File: src/hdl/cedd_pkg.sv
// Shared types, constants and rule tables for the fuzzy 24-bin color linker.
// Used by every module of the block; depends on nothing.
package cedd_pkg;

  localparam int FracBitsDefault = 15;
  localparam int BinWidthDefault = 47;

  localparam int WeightW   = 16;
  localparam int NumColors = 10;
  localparam int NumBins   = 24;
  localparam int BinIdxW   = 5;
  localparam int TotalW    = 47;
  localparam int IncW      = 17;  // largest bin increment is 131070

  localparam int KneeLo    = 68;
  localparam int KneeHi    = 188;
  localparam int SlopeSpan = 120;
  localparam int SlopeIdxW = 7;

  localparam int NumRules  = 4;
  localparam int NumShades = 3;

  // Rule table: saturation class, brightness class (1 = high), shade out.
  localparam logic [0:NumRules-1]       RuleSat = 4'b1001;
  localparam logic [0:NumRules-1]       RuleBri = 4'b1010;
  localparam logic [0:NumRules-1][1:0]  RuleOut = '{2'd1, 2'd2, 2'd0, 2'd2};

  localparam logic [BinIdxW-1:0] LastBinIdx = BinIdxW'(NumBins - 1);

  // Defuzzification methods
  localparam logic [1:0] MethodWinner = 2'd0;
  localparam logic [1:0] MethodVote   = 2'd1;
  localparam logic [1:0] MethodSum    = 2'd2;

  // Configuration register indexes
  localparam int CfgIdxW  = 2;
  localparam int CfgDataW = 2;
  localparam logic [CfgIdxW-1:0] CfgDefuzz = 2'd0;
  localparam logic [CfgIdxW-1:0] CfgKeep   = 2'd1;

  typedef struct packed {
    logic [7:0]         saturation;
    logic [7:0]         brightness;
    logic [WeightW-1:0] color_weight_0;
    logic [WeightW-1:0] color_weight_1;
    logic [WeightW-1:0] color_weight_2;
    logic [WeightW-1:0] color_weight_3;
    logic [WeightW-1:0] color_weight_4;
    logic [WeightW-1:0] color_weight_5;
    logic [WeightW-1:0] color_weight_6;
    logic [WeightW-1:0] color_weight_7;
    logic [WeightW-1:0] color_weight_8;
    logic [WeightW-1:0] color_weight_9;
  } pixel_t;

  typedef struct packed {
    logic [BinIdxW-1:0] bin_index;
    logic [TotalW-1:0]  bin_total;
    logic               last_bin;
  } bin_t;

  typedef logic [NumColors-1:0][WeightW-1:0] weights_t;

  // Sequencer status toward the top level
  typedef struct packed {
    logic idle;
    logic shade_load;
  } seq_ctrl_t;

endpackage

File: src/hdl/fuzzy_24_bin_color_linker_top.sv
// Top level of the fuzzy 24-bin color linker: configuration registers, input
// register, shade unit and histogram engine. Depends on cedd_pkg.
//
// Usage:
//   Input channel (in_valid_i / in_ready_o / in_item_i) takes one pixel item:
//   saturation, brightness and ten Q1.15 color weights.
//   Output channel (out_valid_o / out_ready_i / out_item_o) returns 24 items
//   per pixel, bins 0 to 23 in order, last_bin set on bin 23.
//   Configuration channel (cfg_valid_i / cfg_ready_o / cfg_index_i /
//   cfg_data_i) is always ready; index 0 selects the defuzz method, index 1
//   the keep-previous flag. Write it only while the block is idle.
// Timing:
//   After an item is accepted the shades load (StShade), then bin reads issue
//   (StRun). Bins follow one per cycle while out_ready_i is high, set by the
//   single read-modify-write port of the histogram memory.
//   A new item is accepted once all 24 bins of the previous one are issued.
// Reset:
//   Clears both configuration registers and the sequencer; the histogram reads
//   as all zero until each bin has been written once.
// Stalls:
//   While out_ready_i is low the output item holds and the engine stops
//   issuing bin reads; nothing is dropped.
module fuzzy_24_bin_color_linker_top #(
  parameter int FracBits = cedd_pkg::FracBitsDefault,
  parameter int BinWidth = cedd_pkg::BinWidthDefault
) (
  input  logic                          clk_i,
  input  logic                          rst_ni,
  input  logic                          in_valid_i,
  output logic                          in_ready_o,
  input  cedd_pkg::pixel_t              in_item_i,
  output logic                          out_valid_o,
  input  logic                          out_ready_i,
  output cedd_pkg::bin_t                out_item_o,
  input  logic                          cfg_valid_i,
  output logic                          cfg_ready_o,
  input  logic [cedd_pkg::CfgIdxW-1:0]  cfg_index_i,
  input  logic [cedd_pkg::CfgDataW-1:0] cfg_data_i
);

  logic [1:0]               method_q;
  logic                     keep_q;
  cedd_pkg::pixel_t         item_q;
  cedd_pkg::weights_t       weights;
  cedd_pkg::seq_ctrl_t      ctrl;
  logic [2:0][FracBits+1:0] shade;
  logic                     start;

  assign cfg_ready_o = 1'b1;
  assign in_ready_o  = ctrl.idle;
  assign start       = in_valid_i && in_ready_o;

  // Configuration writes; unknown indexes are dropped.
  always_ff @(posedge clk_i or negedge rst_ni) begin
    if (!rst_ni) begin
      method_q <= cedd_pkg::MethodWinner;
      keep_q   <= 1'b0;
    end else if (cfg_valid_i) begin
      unique case (cfg_index_i)
        cedd_pkg::CfgDefuzz: method_q <= cfg_data_i[1:0];
        cedd_pkg::CfgKeep:   keep_q   <= cfg_data_i[0];
        default: ;
      endcase
    end
  end

  // Hold the pixel for the whole pass over the bins.
  always_ff @(posedge clk_i) begin
    if (start) begin
      item_q <= in_item_i;
    end
  end

  assign weights = {item_q.color_weight_9, item_q.color_weight_8, item_q.color_weight_7,
                    item_q.color_weight_6, item_q.color_weight_5, item_q.color_weight_4,
                    item_q.color_weight_3, item_q.color_weight_2, item_q.color_weight_1,
                    item_q.color_weight_0};

  cedd_shade #(
    .FracBits (FracBits)
  ) u_shade (
    .clk_i    (clk_i),
    .load_i   (ctrl.shade_load),
    .method_i (method_q),
    .sat_i    (item_q.saturation),
    .bri_i    (item_q.brightness),
    .shade_o  (shade)
  );

  cedd_bin_engine #(
    .FracBits (FracBits),
    .BinWidth (BinWidth)
  ) u_bin_engine (
    .clk_i       (clk_i),
    .rst_ni      (rst_ni),
    .start_i     (start),
    .keep_i      (keep_q),
    .weights_i   (weights),
    .shade_i     (shade),
    .ctrl_o      (ctrl),
    .out_valid_o (out_valid_o),
    .out_ready_i (out_ready_i),
    .out_item_o  (out_item_o)
  );

endmodule

File: src/hdl/cedd_shade.sv
// Membership trapezoids, fuzzy rules and defuzzification into three shades.
// Depends on cedd_pkg.
module cedd_shade #(
  parameter int FracBits = cedd_pkg::FracBitsDefault
) (
  input  logic                           clk_i,
  input  logic                           load_i,
  input  logic [1:0]                     method_i,
  input  logic [7:0]                     sat_i,
  input  logic [7:0]                     bri_i,
  output logic [2:0][FracBits+1:0]       shade_o
);

  localparam int MW = FracBits + 1;
  localparam int SW = FracBits + 2;
  localparam logic [MW-1:0] OneMw = {1'b1, {FracBits{1'b0}}};
  localparam logic [SW-1:0] OneSw = {2'b01, {FracBits{1'b0}}};

  logic [MW-1:0] slope_lut [cedd_pkg::SlopeSpan];

  for (genvar g = 0; g < cedd_pkg::SlopeSpan; g++) begin : g_lut
    localparam logic [63:0] SlopeVal = (64'(g) << FracBits) / cedd_pkg::SlopeSpan;
    assign slope_lut[g] = SlopeVal[MW-1:0];
  end

  logic [1:0][7:0]    xv;
  logic [1:0][7:0]    d_lo;
  logic [1:0][7:0]    d_hi;
  logic [1:0][MW-1:0] m_lo;
  logic [1:0][MW-1:0] m_hi;

  assign xv = {bri_i, sat_i};

  // Channel 0 is saturation, channel 1 brightness.
  always_comb begin
    for (int c = 0; c < 2; c++) begin
      d_lo[c] = 8'(cedd_pkg::KneeHi) - xv[c];
      d_hi[c] = xv[c] - 8'(cedd_pkg::KneeLo);
      if (xv[c] <= 8'(cedd_pkg::KneeLo)) begin
        m_lo[c] = OneMw;
        m_hi[c] = '0;
      end else if (xv[c] < 8'(cedd_pkg::KneeHi)) begin
        m_lo[c] = slope_lut[d_lo[c][cedd_pkg::SlopeIdxW-1:0]];
        m_hi[c] = slope_lut[d_hi[c][cedd_pkg::SlopeIdxW-1:0]];
      end else begin
        m_lo[c] = '0;
        m_hi[c] = OneMw;
      end
    end
  end

  logic [cedd_pkg::NumRules-1:0][MW-1:0] ra;
  logic [cedd_pkg::NumRules-1:0][MW-1:0] rb;
  logic [cedd_pkg::NumRules-1:0][MW-1:0] rmin;
  logic [cedd_pkg::NumRules-1:0]         ract;
  logic [MW-1:0]                         best;
  logic [1:0]                            win;
  logic                                  win_vld;
  logic [2:0][SW-1:0]                    shade_d;
  logic [2:0][SW-1:0]                    shade_q;

  always_comb begin
    best    = '0;
    win     = '0;
    win_vld = 1'b0;
    shade_d = '0;
    for (int r = 0; r < cedd_pkg::NumRules; r++) begin
      ra[r]   = cedd_pkg::RuleSat[r] ? m_hi[0] : m_lo[0];
      rb[r]   = cedd_pkg::RuleBri[r] ? m_hi[1] : m_lo[1];
      ract[r] = (ra[r] != '0) && (rb[r] != '0);
      rmin[r] = (ra[r] < rb[r]) ? ra[r] : rb[r];
    end
    unique case (method_i)
      cedd_pkg::MethodWinner: begin
        // earliest rule keeps a tie
        for (int r = 0; r < cedd_pkg::NumRules; r++) begin
          if (ract[r] && (rmin[r] > best)) begin
            best    = rmin[r];
            win     = cedd_pkg::RuleOut[r];
            win_vld = 1'b1;
          end
        end
        if (win_vld) begin
          shade_d[win] = OneSw;
        end
      end
      cedd_pkg::MethodVote: begin
        for (int r = 0; r < cedd_pkg::NumRules; r++) begin
          if (ract[r]) begin
            shade_d[cedd_pkg::RuleOut[r]] = shade_d[cedd_pkg::RuleOut[r]] + OneSw;
          end
        end
      end
      cedd_pkg::MethodSum: begin
        for (int r = 0; r < cedd_pkg::NumRules; r++) begin
          if (ract[r]) begin
            shade_d[cedd_pkg::RuleOut[r]] = shade_d[cedd_pkg::RuleOut[r]] + SW'(rmin[r]);
          end
        end
      end
      default: ;
    endcase
  end

  always_ff @(posedge clk_i) begin
    if (load_i) begin
      shade_q <= shade_d;
    end
  end

  assign shade_o = shade_q;

endmodule

File: src/hdl/cedd_bin_engine.sv
// Histogram memory with one read-modify-write per bin and the output register.
// Depends on cedd_pkg; takes shades from cedd_shade and weights from the top.
module cedd_bin_engine #(
  parameter int FracBits = cedd_pkg::FracBitsDefault,
  parameter int BinWidth = cedd_pkg::BinWidthDefault
) (
  input  logic                      clk_i,
  input  logic                      rst_ni,
  input  logic                      start_i,
  input  logic                      keep_i,
  input  cedd_pkg::weights_t        weights_i,
  input  logic [2:0][FracBits+1:0]  shade_i,
  output cedd_pkg::seq_ctrl_t       ctrl_o,
  output logic                      out_valid_o,
  input  logic                      out_ready_i,
  output cedd_pkg::bin_t            out_item_o
);

  localparam int SW = FracBits + 2;
  localparam int PW = cedd_pkg::WeightW + SW;
  localparam int IW = cedd_pkg::IncW;
  localparam int BIW = cedd_pkg::BinIdxW;

  localparam logic [1:0] StIdle  = 2'd0;
  localparam logic [1:0] StShade = 2'd1;
  localparam logic [1:0] StRun   = 2'd2;

  logic [1:0]     state_q, state_d;
  logic [BIW-1:0] bin_cnt_q, bin_cnt_d;
  logic [2:0]     grp_q, grp_d;
  logic [1:0]     sub_q, sub_d;
  logic           s2_valid_q, s2_valid_d;
  logic [BIW-1:0] s2_idx_q;
  logic           primed_q;
  logic           out_valid_q;
  cedd_pkg::bin_t out_item_q;

  logic [BinWidth-1:0] bin_mem [cedd_pkg::NumBins];
  logic [BinWidth-1:0] rdata_q;
  logic [IW-1:0]       inc_q, inc_d;

  logic                issue;
  logic                s2_fire;
  logic [3:0]          widx;
  logic [cedd_pkg::WeightW-1:0] wsel;
  logic [PW-1:0]       prod;
  logic [BinWidth-1:0] base;
  logic [BinWidth:0]   sum;
  logic [BinWidth-1:0] sum_sat;
  logic [63:0]         sum_ext;

  assign s2_fire = s2_valid_q && (!out_valid_q || out_ready_i);
  assign issue   = (state_q == StRun) && (!s2_valid_q || s2_fire);

  // Increment for the bin being issued; registered alongside the read.
  always_comb begin
    widx = {1'b0, grp_q} + 4'd2;
    wsel = weights_i[widx];
    prod = PW'(wsel) * PW'(shade_i[sub_q]);
    if (grp_q == 3'd0) begin
      inc_d = IW'(weights_i[{2'b00, sub_q}]);
    end else begin
      inc_d = prod[FracBits +: IW];
    end
  end

  // Saturating add; entries not yet written since reset read as zero.
  always_comb begin
    base    = (keep_i && primed_q) ? rdata_q : '0;
    sum     = {1'b0, base} + (BinWidth + 1)'(inc_q);
    sum_sat = sum[BinWidth] ? '1 : sum[BinWidth-1:0];
    sum_ext = 64'(sum_sat);
  end

  always_comb begin
    state_d    = state_q;
    bin_cnt_d  = bin_cnt_q;
    grp_d      = grp_q;
    sub_d      = sub_q;
    s2_valid_d = issue ? 1'b1 : (s2_fire ? 1'b0 : s2_valid_q);
    unique case (state_q)
      StIdle: begin
        if (start_i) begin
          state_d = StShade;
        end
      end
      StShade: begin
        state_d = StRun;
      end
      StRun: begin
        if (issue) begin
          if (bin_cnt_q == cedd_pkg::LastBinIdx) begin
            state_d   = StIdle;
            bin_cnt_d = '0;
            grp_d     = '0;
            sub_d     = '0;
          end else begin
            bin_cnt_d = bin_cnt_q + 1'b1;
            if (sub_q == 2'd2) begin
              sub_d = '0;
              grp_d = grp_q + 1'b1;
            end else begin
              sub_d = sub_q + 1'b1;
            end
          end
        end
      end
      default: state_d = StIdle;
    endcase
  end

  always_ff @(posedge clk_i or negedge rst_ni) begin
    if (!rst_ni) begin
      state_q     <= StIdle;
      bin_cnt_q   <= '0;
      grp_q       <= '0;
      sub_q       <= '0;
      s2_valid_q  <= 1'b0;
      primed_q    <= 1'b0;
      out_valid_q <= 1'b0;
    end else begin
      state_q    <= state_d;
      bin_cnt_q  <= bin_cnt_d;
      grp_q      <= grp_d;
      sub_q      <= sub_d;
      s2_valid_q <= s2_valid_d;
      if (s2_fire) begin
        out_valid_q <= 1'b1;
        if (s2_idx_q == cedd_pkg::LastBinIdx) begin
          primed_q <= 1'b1;
        end
      end else if (out_ready_i) begin
        out_valid_q <= 1'b0;
      end
    end
  end

  // Bins of two items sit at least a full pass apart, so read and write never
  // hit the same entry in one cycle.
  always_ff @(posedge clk_i) begin
    if (s2_fire) begin
      bin_mem[s2_idx_q] <= sum_sat;
    end
    if (issue) begin
      rdata_q  <= bin_mem[bin_cnt_q];
      inc_q    <= inc_d;
      s2_idx_q <= bin_cnt_q;
    end
  end

  always_ff @(posedge clk_i) begin
    if (s2_fire) begin
      out_item_q.bin_index <= s2_idx_q;
      out_item_q.bin_total <= sum_ext[cedd_pkg::TotalW-1:0];
      out_item_q.last_bin  <= (s2_idx_q == cedd_pkg::LastBinIdx);
    end
  end

  assign ctrl_o.idle       = (state_q == StIdle);
  assign ctrl_o.shade_load = (state_q == StShade);
  assign out_valid_o       = out_valid_q;
  assign out_item_o        = out_item_q;

endmodule

File: config.mk
export PLATFORM = sky130hd
export DESIGN_NAME = fuzzy_24_bin_color_linker_top
export DESIGN_NICKNAME = d
export VERILOG_FILES = /design/src/hdl/cedd_pkg.sv /design/src/hdl/fuzzy_24_bin_color_linker_top.sv /design/src/hdl/cedd_shade.sv /design/src/hdl/cedd_bin_engine.sv
export SDC_FILE = /design/constraint.sdc
export NUM_CORES = 2
export LEC_CHECK = 0
export BUFFER_PORTS_ARGS = -buffer_cell sky130_fd_sc_hd__buf_2
export CAP_MARGIN = 25
export CELL_PAD_IN_SITES_DETAIL_PLACEMENT = 1
export CELL_PAD_IN_SITES_GLOBAL_PLACEMENT = 1
export CORE_MARGIN = 10
export CORE_UTILIZATION = 48
export CTS_CLUSTER_SIZE = 20
export DETAILED_ROUTE_END_ITERATION = 8
export PLACE_DENSITY = 0.74
export SYNTH_ARGS = -nofsm -noshare
export SYNTH_HDL_FRONTEND = slang
export SYNTH_SLANG_ARGS = --single-unit
File: constraint.sdc
create_clock -name clk_i -period 12.6 [get_ports clk_i]
set_input_delay 2.52 -clock clk_i [delete_from_list [all_inputs] [get_ports clk_i]]
set_output_delay 2.52 -clock clk_i [all_outputs]
set_load 0.05 [all_outputs]
* Word level (Yosys, flattened, before mapping)
Memories as Yosys holds them, arrays and structs flattened. A register that Yosys moved wholly into a read port is not among the register bits. Cells that the tools add are included.
Storage, ports and cells: register bits 320, bits in latches 0, RAM bits 1128, memory bits (read-only) 8192, bits of input ports 185, output and inout bits 56, word-level logic and storage cells 191, memories 5
Memories:
- (no name shown) | words 128, width 16, rd ports 1, clocked after memory_dff 0, wr ports 0, RTL line cedd_shade.sv:43 | m_lo[c] = slope_lut[d_lo[c][cedd_pkg::SlopeIdxW-1:0]];
- (no name shown) | words 128, width 16, rd ports 1, clocked after memory_dff 0, wr ports 0, RTL line cedd_shade.sv:44 | m_hi[c] = slope_lut[d_hi[c][cedd_pkg::SlopeIdxW-1:0]];
- (no name shown) | words 128, width 16, rd ports 1, clocked after memory_dff 0, wr ports 0, RTL line cedd_shade.sv:43
- (no name shown) | words 128, width 16, rd ports 1, clocked after memory_dff 0, wr ports 0, RTL line cedd_shade.sv:44
- u_bin_engine.bin_mem | words 24, width 47, rd ports 1, clocked after memory_dff 1, wr ports 1, RTL line cedd_bin_engine.sv:38 | logic [BinWidth-1:0] bin_mem [cedd_pkg::NumBins];
Operators by class: $add $sub $neg 11, multiply operators 1, div/mod/pow operators 0, magnitude comparators 21, equality and inequality tests 11, shifts and indexed selects 0, multiplexer cells 74, bitwise logic cells 4, reductions and logical operators 34
Operator list (number):
- $mux 16 | 35
- $pmux 51 s3 | 1
- $mux 17 | 6
- $mux 47 | 2
- $bmux 16 s4 | 1
- $lt 16x16->1 | 4
- $reduce_bool 16->1 | 4
- $mux 50 | 1
- $add 47x17->48 | 1
- $gt 16x16->1 | 3
- $bmux 17 s2 | 1
- $demux 17 s2 | 1
- $bmux 16 s2 | 1
- $ge 8x8->1 const B | 4
- $mul 16x17->32 | 1
- $not 7->8 | 4
- $mux 2 | 9
- $add 17x16->17 | 1
- $add 17x16->17 const B | 1
- $gt 16x1->1 const B | 1
- $le 8x7->1 const B | 2
- $lt 8x8->1 const B | 2
- $sub 6x7->7 const A | 2
- $sub 7x7->7 const B | 2
- other kinds (25) | 66

* Depth between registers and ports, before layout
depth in word-level cells 31, gate-level depth with buffers 56

* Modules after synthesis
From an unflattened synthesis, not the netlist that was laid out.
Unflattened totals: cells, all modules 4779, area, all modules 73888.4 um2
Modules (own cells, without submodules):
- cedd_bin_engine | instances 1, cells each 3475, area an instance 59694.8 um2, seq. area each 37911.4 um2
- cedd_shade | instances 1, cells each 1117, area an instance 8762.2 um2, seq. area each 930.9 um2
- fuzzy_24_bin_color_linker_top | instances 1, cells each 187, area an instance 5431.5 um2, seq. area each 5360.1 um2

* Least setup slack after synthesis
OpenSTA, ideal clock, no wires.
path type register -> register, start register item_q[169] (netlist bit), end register u_shade.shade_q (netlist bit u_shade.shade_o[49]) (data pin), data arrival time 9.307 ns, required time 12.333 ns, path slack 3.026 ns, cell stages (with the launch flop) 54, buffers on the path 6, clock period less this slack 9.574 ns, cell sequence edfxtp_1 -> clkbuf_1 -> inv_1 -> ha_1 -> inv_1 -> ha_1 -> buf_2 -> clkinv_1 -> buf_2 -> ha_1 -> mux4_2 -> o21ai_0 -> a2bb2oi_2 -> and2_1 -> ha_1 -> o21ai_0 -> a21oi_1 -> o21ai_0 -> [18 not listed] -> a21o_1 -> a21oi_1 -> o21ai_0 -> o21ai_0 -> a41oi_1 -> a21boi_0 -> buf_4 -> buf_6 -> o31ai_1 -> ha_1 -> a21o_1 -> a21o_1 -> a21oi_1 -> o21ai_0 -> o21ai_0 -> nor3_1 -> o21ai_0 -> a32oi_1
RTL lines:
- start: declaration | RTL line fuzzy_24_bin_color_linker_top.sv:43 | cedd_pkg::pixel_t item_q;
- start signal: assignment | RTL line fuzzy_24_bin_color_linker_top.sv:70 | item_q <= in_item_i;
- end signal: assignment | RTL line cedd_shade.sv:107 | shade_q <= shade_d;
- end: declaration | RTL line cedd_shade.sv:60 | logic [2:0][SW-1:0] shade_q;

==> results summary <==
The wire length of the first global-routing pass is 312000 um. The overall fraction of global-route tracks in use came out at 24.8%. The max-cap check violation count is 0.

The worst register-to-register path ends at u_shade.shade_o[49]. Routability-driven placement finished with a final weighted congestion of 0.872. The pin count of the biggest net entering global routing came out at 139. The critical path is of the reg2reg type. The TritonCTS buffer count came out at 152. The number of distinct standard cells referenced by the synthesized netlist is 118. Counting the fill cells in the layout gives 14241. The actual slew at the worst max-slew pin came out at 1130 ps. The detailed-route DRC error count came out at 0.

Dividing the detail-routed via count by the number of cells gives 6.20. The slowest library cell on the worst path is sky130_fd_sc_hd__edfxtp_1. The worst endpoint required time is 13110 ps. The setup TNS after final layout came out at 0 ps. The depth of the most critical reg-to-reg path came out at 48.

Setup violations remaining at the end of the flow were counted as 0. The via count of the first global-routing pass was 45962. The critical path ends at u_shade.shade_o[49]. The number of hold-slack violations in the final timing report came out at 0. The most numerous cell type found on the critical path is sky130_fd_sc_hd__o21ai_0.

The minimum period implied by the final worst setup slack is 11380 ps. The number of flip-flops and latches in the synthesized netlist is 1475. In this run the worst hold path is classified as reg2reg. The critical path starts at item_q[169]. The number of nets with antenna violations after routing is 0. The effective utilization at floorplan came out at 48.5%. In this run the core area contains 142 standard-cell rows. The worst slew slack as a fraction of its limit is 24.4%.

The kind of start point of the critical path is a register. Clock-pin slew was measured on the worst setup and hold paths at 60 ps. The number of warnings issued by yosys came out at 0. The I/O pin count is 241. The setup check on the worst reg-to-reg path leaves a slack of 1220 ps. The number of pins with negative max-slew slack in the final report came out at 0.

The critical path arrival came out at 11890 ps. Wires add up to 211000 um. Post-CTS timing repair inserted 0 buffers for setup.

The clock sink count came out at 1475. The mapped netlist covers 72900 um^2. The mean instance size in the synthesized netlist came out at 15.8 um^2.

The y dimension of the die is 410 um. The most used flip-flop cell after synthesis is sky130_fd_sc_hd__edfxtp_1. Between clock sinks in the finished design, the worst skew comes to 53.2 ps. Clock latency on the worst-skew pair, taken at its later pin, is 800 ps.

Counting every net in the synthesized netlist gives 5235. Of the cells placed in the final design, the portion with a size suffix greater than 1 is 22.0%. The library cell used as clock root buffer is sky130_fd_sc_hd__clkbuf_16.

The core box area is 150000 um^2. The startpoint of the worst-slack reg-to-reg timing path is item_q[169]. The number of antenna violations at the first check in global routing came out at 8.

The delay of the slowest critical-path stage is 640 ps. The first detailed-routing pass ran for 6 iterations. After layout, the worst path uses 90.3% of the clock period. TritonCTS built the clock tree. The number of cells produced by synthesis came out at 4604.

The total number of nets in the final design came out at 5508. Setup repair after global routing left no endpoint under its margin. The highest clock rate is 87.9 MHz. In this run the most critical hold path is launched from u_bin_engine.s2_valid_q.

The number of buffer cells added on primary ports is 239. The synthesized design contains 1457 enable-type register cells. After synthesis, the share of flip-flops with an asynchronous set or reset is 1.22%.

The die area came out at 168000 um^2. The x dimension of the die is 410 um. Summing over every cut layer, the via total after detailed routing is 43504. Detailed placement finished with a half-perimeter wire length of 132000 um.

The number of cells on the worst hold path came out at 2. The routed wirelength normalized by instance count came out at 30.0 um. The final core utilization is 54.4%. In this run the deepest clock path goes through 3 buffers.

The clock tree synthesis step divided the H-tree into 4 levels. The total grt overflow came out at 0. The run finished with clean final reports.

The layout overhead on the synthesized area is 12.2%. The count of routing violations after the opening detailed-route iteration came out at 5157. The kind of end point of the critical path is a register. After synthesis, flip-flops and latches occupy 60.6% of the total area. Along the worst path, the maximum fanout reaches 20.
==> metrics by stage <==
| step | instances | cell area, um^2 | hold slack (ps) | setup WS (ps) |
|---|---|---|---|---|
| after floorplan | 4604 | 72900 | 423 | 3030 |
| after global placement | 6735 | 76700 | 470 | 1130 |
| after detailed placement | 6737 | 76800 | 476 | 1020 |
| after CTS | 7013 | 81700 | 497 | 907 |
| after global routing | 7021 | 81800 | 514 | 284 |
| final | 7021 | 81800 | 492 | 1220 |
==> worst max-delay path: cells and delay by family (launching register included) <==
family	cells	cell delay, ps
compound gates	28	4970
buf+inv	6	1190
mux	2	860
fa+ha+maj	7	2550
flops	1	640
simple gates	5	860
==> cell usage after synthesis (7+ instances only) <==
master,n,area (um^2)
sky130_fd_sc_hd__nor2b_1,30,188
sky130_fd_sc_hd__nor4_1,11,68.8
sky130_fd_sc_hd__nand2_1,324,1220
sky130_fd_sc_hd__or3_1,8,50.1
sky130_fd_sc_hd__nand3_1,63,315
sky130_fd_sc_hd__clkbuf_1,135,507
sky130_fd_sc_hd__or2_2,7,43.8
sky130_fd_sc_hd__edfxtp_1,1457,43800
sky130_fd_sc_hd__o21a_1,20,150
sky130_fd_sc_hd__a31oi_1,30,188
sky130_fd_sc_hd__o21ai_0,121,606
sky130_fd_sc_hd__o2bb2ai_1,9,78.8
sky130_fd_sc_hd__buf_2,41,205
sky130_fd_sc_hd__inv_1,306,1150
sky130_fd_sc_hd__and3_1,34,213
sky130_fd_sc_hd__fa_1,208,4160
sky130_fd_sc_hd__a211o_1,7,61.3
sky130_fd_sc_hd__nor2_1,234,878
sky130_fd_sc_hd__xor2_1,24,210
sky130_fd_sc_hd__buf_1,39,146
sky130_fd_sc_hd__nand2b_1,24,150
sky130_fd_sc_hd__a21oi_1,191,956
sky130_fd_sc_hd__nand4_1,28,175
sky130_fd_sc_hd__a311oi_1,11,96.3
sky130_fd_sc_hd__o22ai_1,8,50.1
sky130_fd_sc_hd__mux2_2,28,315
sky130_fd_sc_hd__a21o_1,56,420
sky130_fd_sc_hd__dfrtp_1,18,450
sky130_fd_sc_hd__a211oi_1,21,158
sky130_fd_sc_hd__buf_4,13,97.6
sky130_fd_sc_hd__a22oi_1,17,128
sky130_fd_sc_hd__ha_1,238,2980
sky130_fd_sc_hd__o31ai_1,14,105
sky130_fd_sc_hd__o211ai_1,18,135
sky130_fd_sc_hd__mux4_2,384,8650
sky130_fd_sc_hd__mux2i_1,106,1060
sky130_fd_sc_hd__xnor2_1,63,552
sky130_fd_sc_hd__a2111oi_0,10,87.6
sky130_fd_sc_hd__nor3_1,28,140
sky130_fd_sc_hd__and2_1,34,213
==> worst min-delay path by stage <==
stage | end | slack, ps
6_report | u_bin_engine.out_valid_o | 490
5_1_grt | u_bin_engine.out_valid_o | 510
4_1_cts | u_bin_engine.out_valid_o | 500
3_5_place_dp | u_bin_engine.out_valid_o | 480
3_3_place_gp | u_bin_engine.out_valid_o | 470
2_1_floorplan | u_bin_engine.s2_idx_q[2] | 420
==> cell type report <==
type	count	area (um^2)	area share, %
Antenna cell	6	15.0	0.0184
Clock buffer	181	4010	4.90
Clock inverter	95	976	1.19
Inverter	316	1190	1.45
Multi-Input combinational cell	2580	26700	32.7
Sequential cell	1475	44200	54.1
Tap cell	2016	2520	3.08
Timing Repair Buffer	352	2130	2.61
==> sequential cells by signal (all words and copies together) (netlist names), 3 cells and up <==
register / count
u_bin_engine.bin_cnt_q: 5
u_bin_engine.grp_q: 3
u_bin_engine.s2_idx_q: 5
u_bin_engine.inc_q: 17
item_q: 176
u_bin_engine.bin_mem: 1128
u_bin_engine.out_item_o: 53
u_bin_engine.rdata_q: 47
u_shade.shade_o: 31
==> timing repair <==
item | in CTS | in global routing
hold buffers | 0 | 0
endpoints found under the setup margin | 0 | 2
resized for setup | 0 | 2
==> placed cells by master (no fill, tap or decap), types with 34 or more instances in the layout <==
cell | Yosys | routed
sky130_fd_sc_hd__ha_1 | 238 | 237
sky130_fd_sc_hd__a21oi_1 | 191 | 189
sky130_fd_sc_hd__nand3_1 | 63 | 63
sky130_fd_sc_hd__clkbuf_16 | 0 | 156
sky130_fd_sc_hd__mux4_2 | 384 | 384
sky130_fd_sc_hd__o21ai_0 | 121 | 99
sky130_fd_sc_hd__and3_1 | 34 | 34
sky130_fd_sc_hd__mux2i_1 | 106 | 106
sky130_fd_sc_hd__fa_1 | 208 | 208
sky130_fd_sc_hd__edfxtp_1 | 1457 | 1457
sky130_fd_sc_hd__buf_2 | 41 | 239
sky130_fd_sc_hd__clkinv_2 | 0 | 34
sky130_fd_sc_hd__a21o_1 | 56 | 56
sky130_fd_sc_hd__xnor2_1 | 63 | 63
sky130_fd_sc_hd__buf_4 | 13 | 105
sky130_fd_sc_hd__nand2_1 | 324 | 324
sky130_fd_sc_hd__inv_1 | 306 | 305
sky130_fd_sc_hd__nor2_1 | 234 | 211
==> logic make-up (layout without fill, tap and decap cells) <==
group | Yosys count | after routing | share of synthesized area [%]
fa+ha+maj | 447 | 447 | 9.81
simple gates | 874 | 874 | 5.67
other cells | 1 | 7 | 0.00514
mux | 519 | 519 | 13.8
flops | 1475 | 1475 | 60.6
compound gates | 644 | 644 | 5.87
buf+inv | 549 | 944 | 3.01
xor+xnor | 95 | 95 | 1.22
==> metal layers <==
metal	share of wire (%)	routed length, um	vias to the layer above	track usage, %
met5	0	0	-	0
met4	2.2	4680	0	6.23
li1	-	-	18236	-
met2	48	101000	1876	39.7
met1	42	89100	23108	35.5
met3	7.6	16100	284	4.07
Power is not shown: default switching activity piles up to over one toggle a cycle in this logic, so the estimate is an artifact.
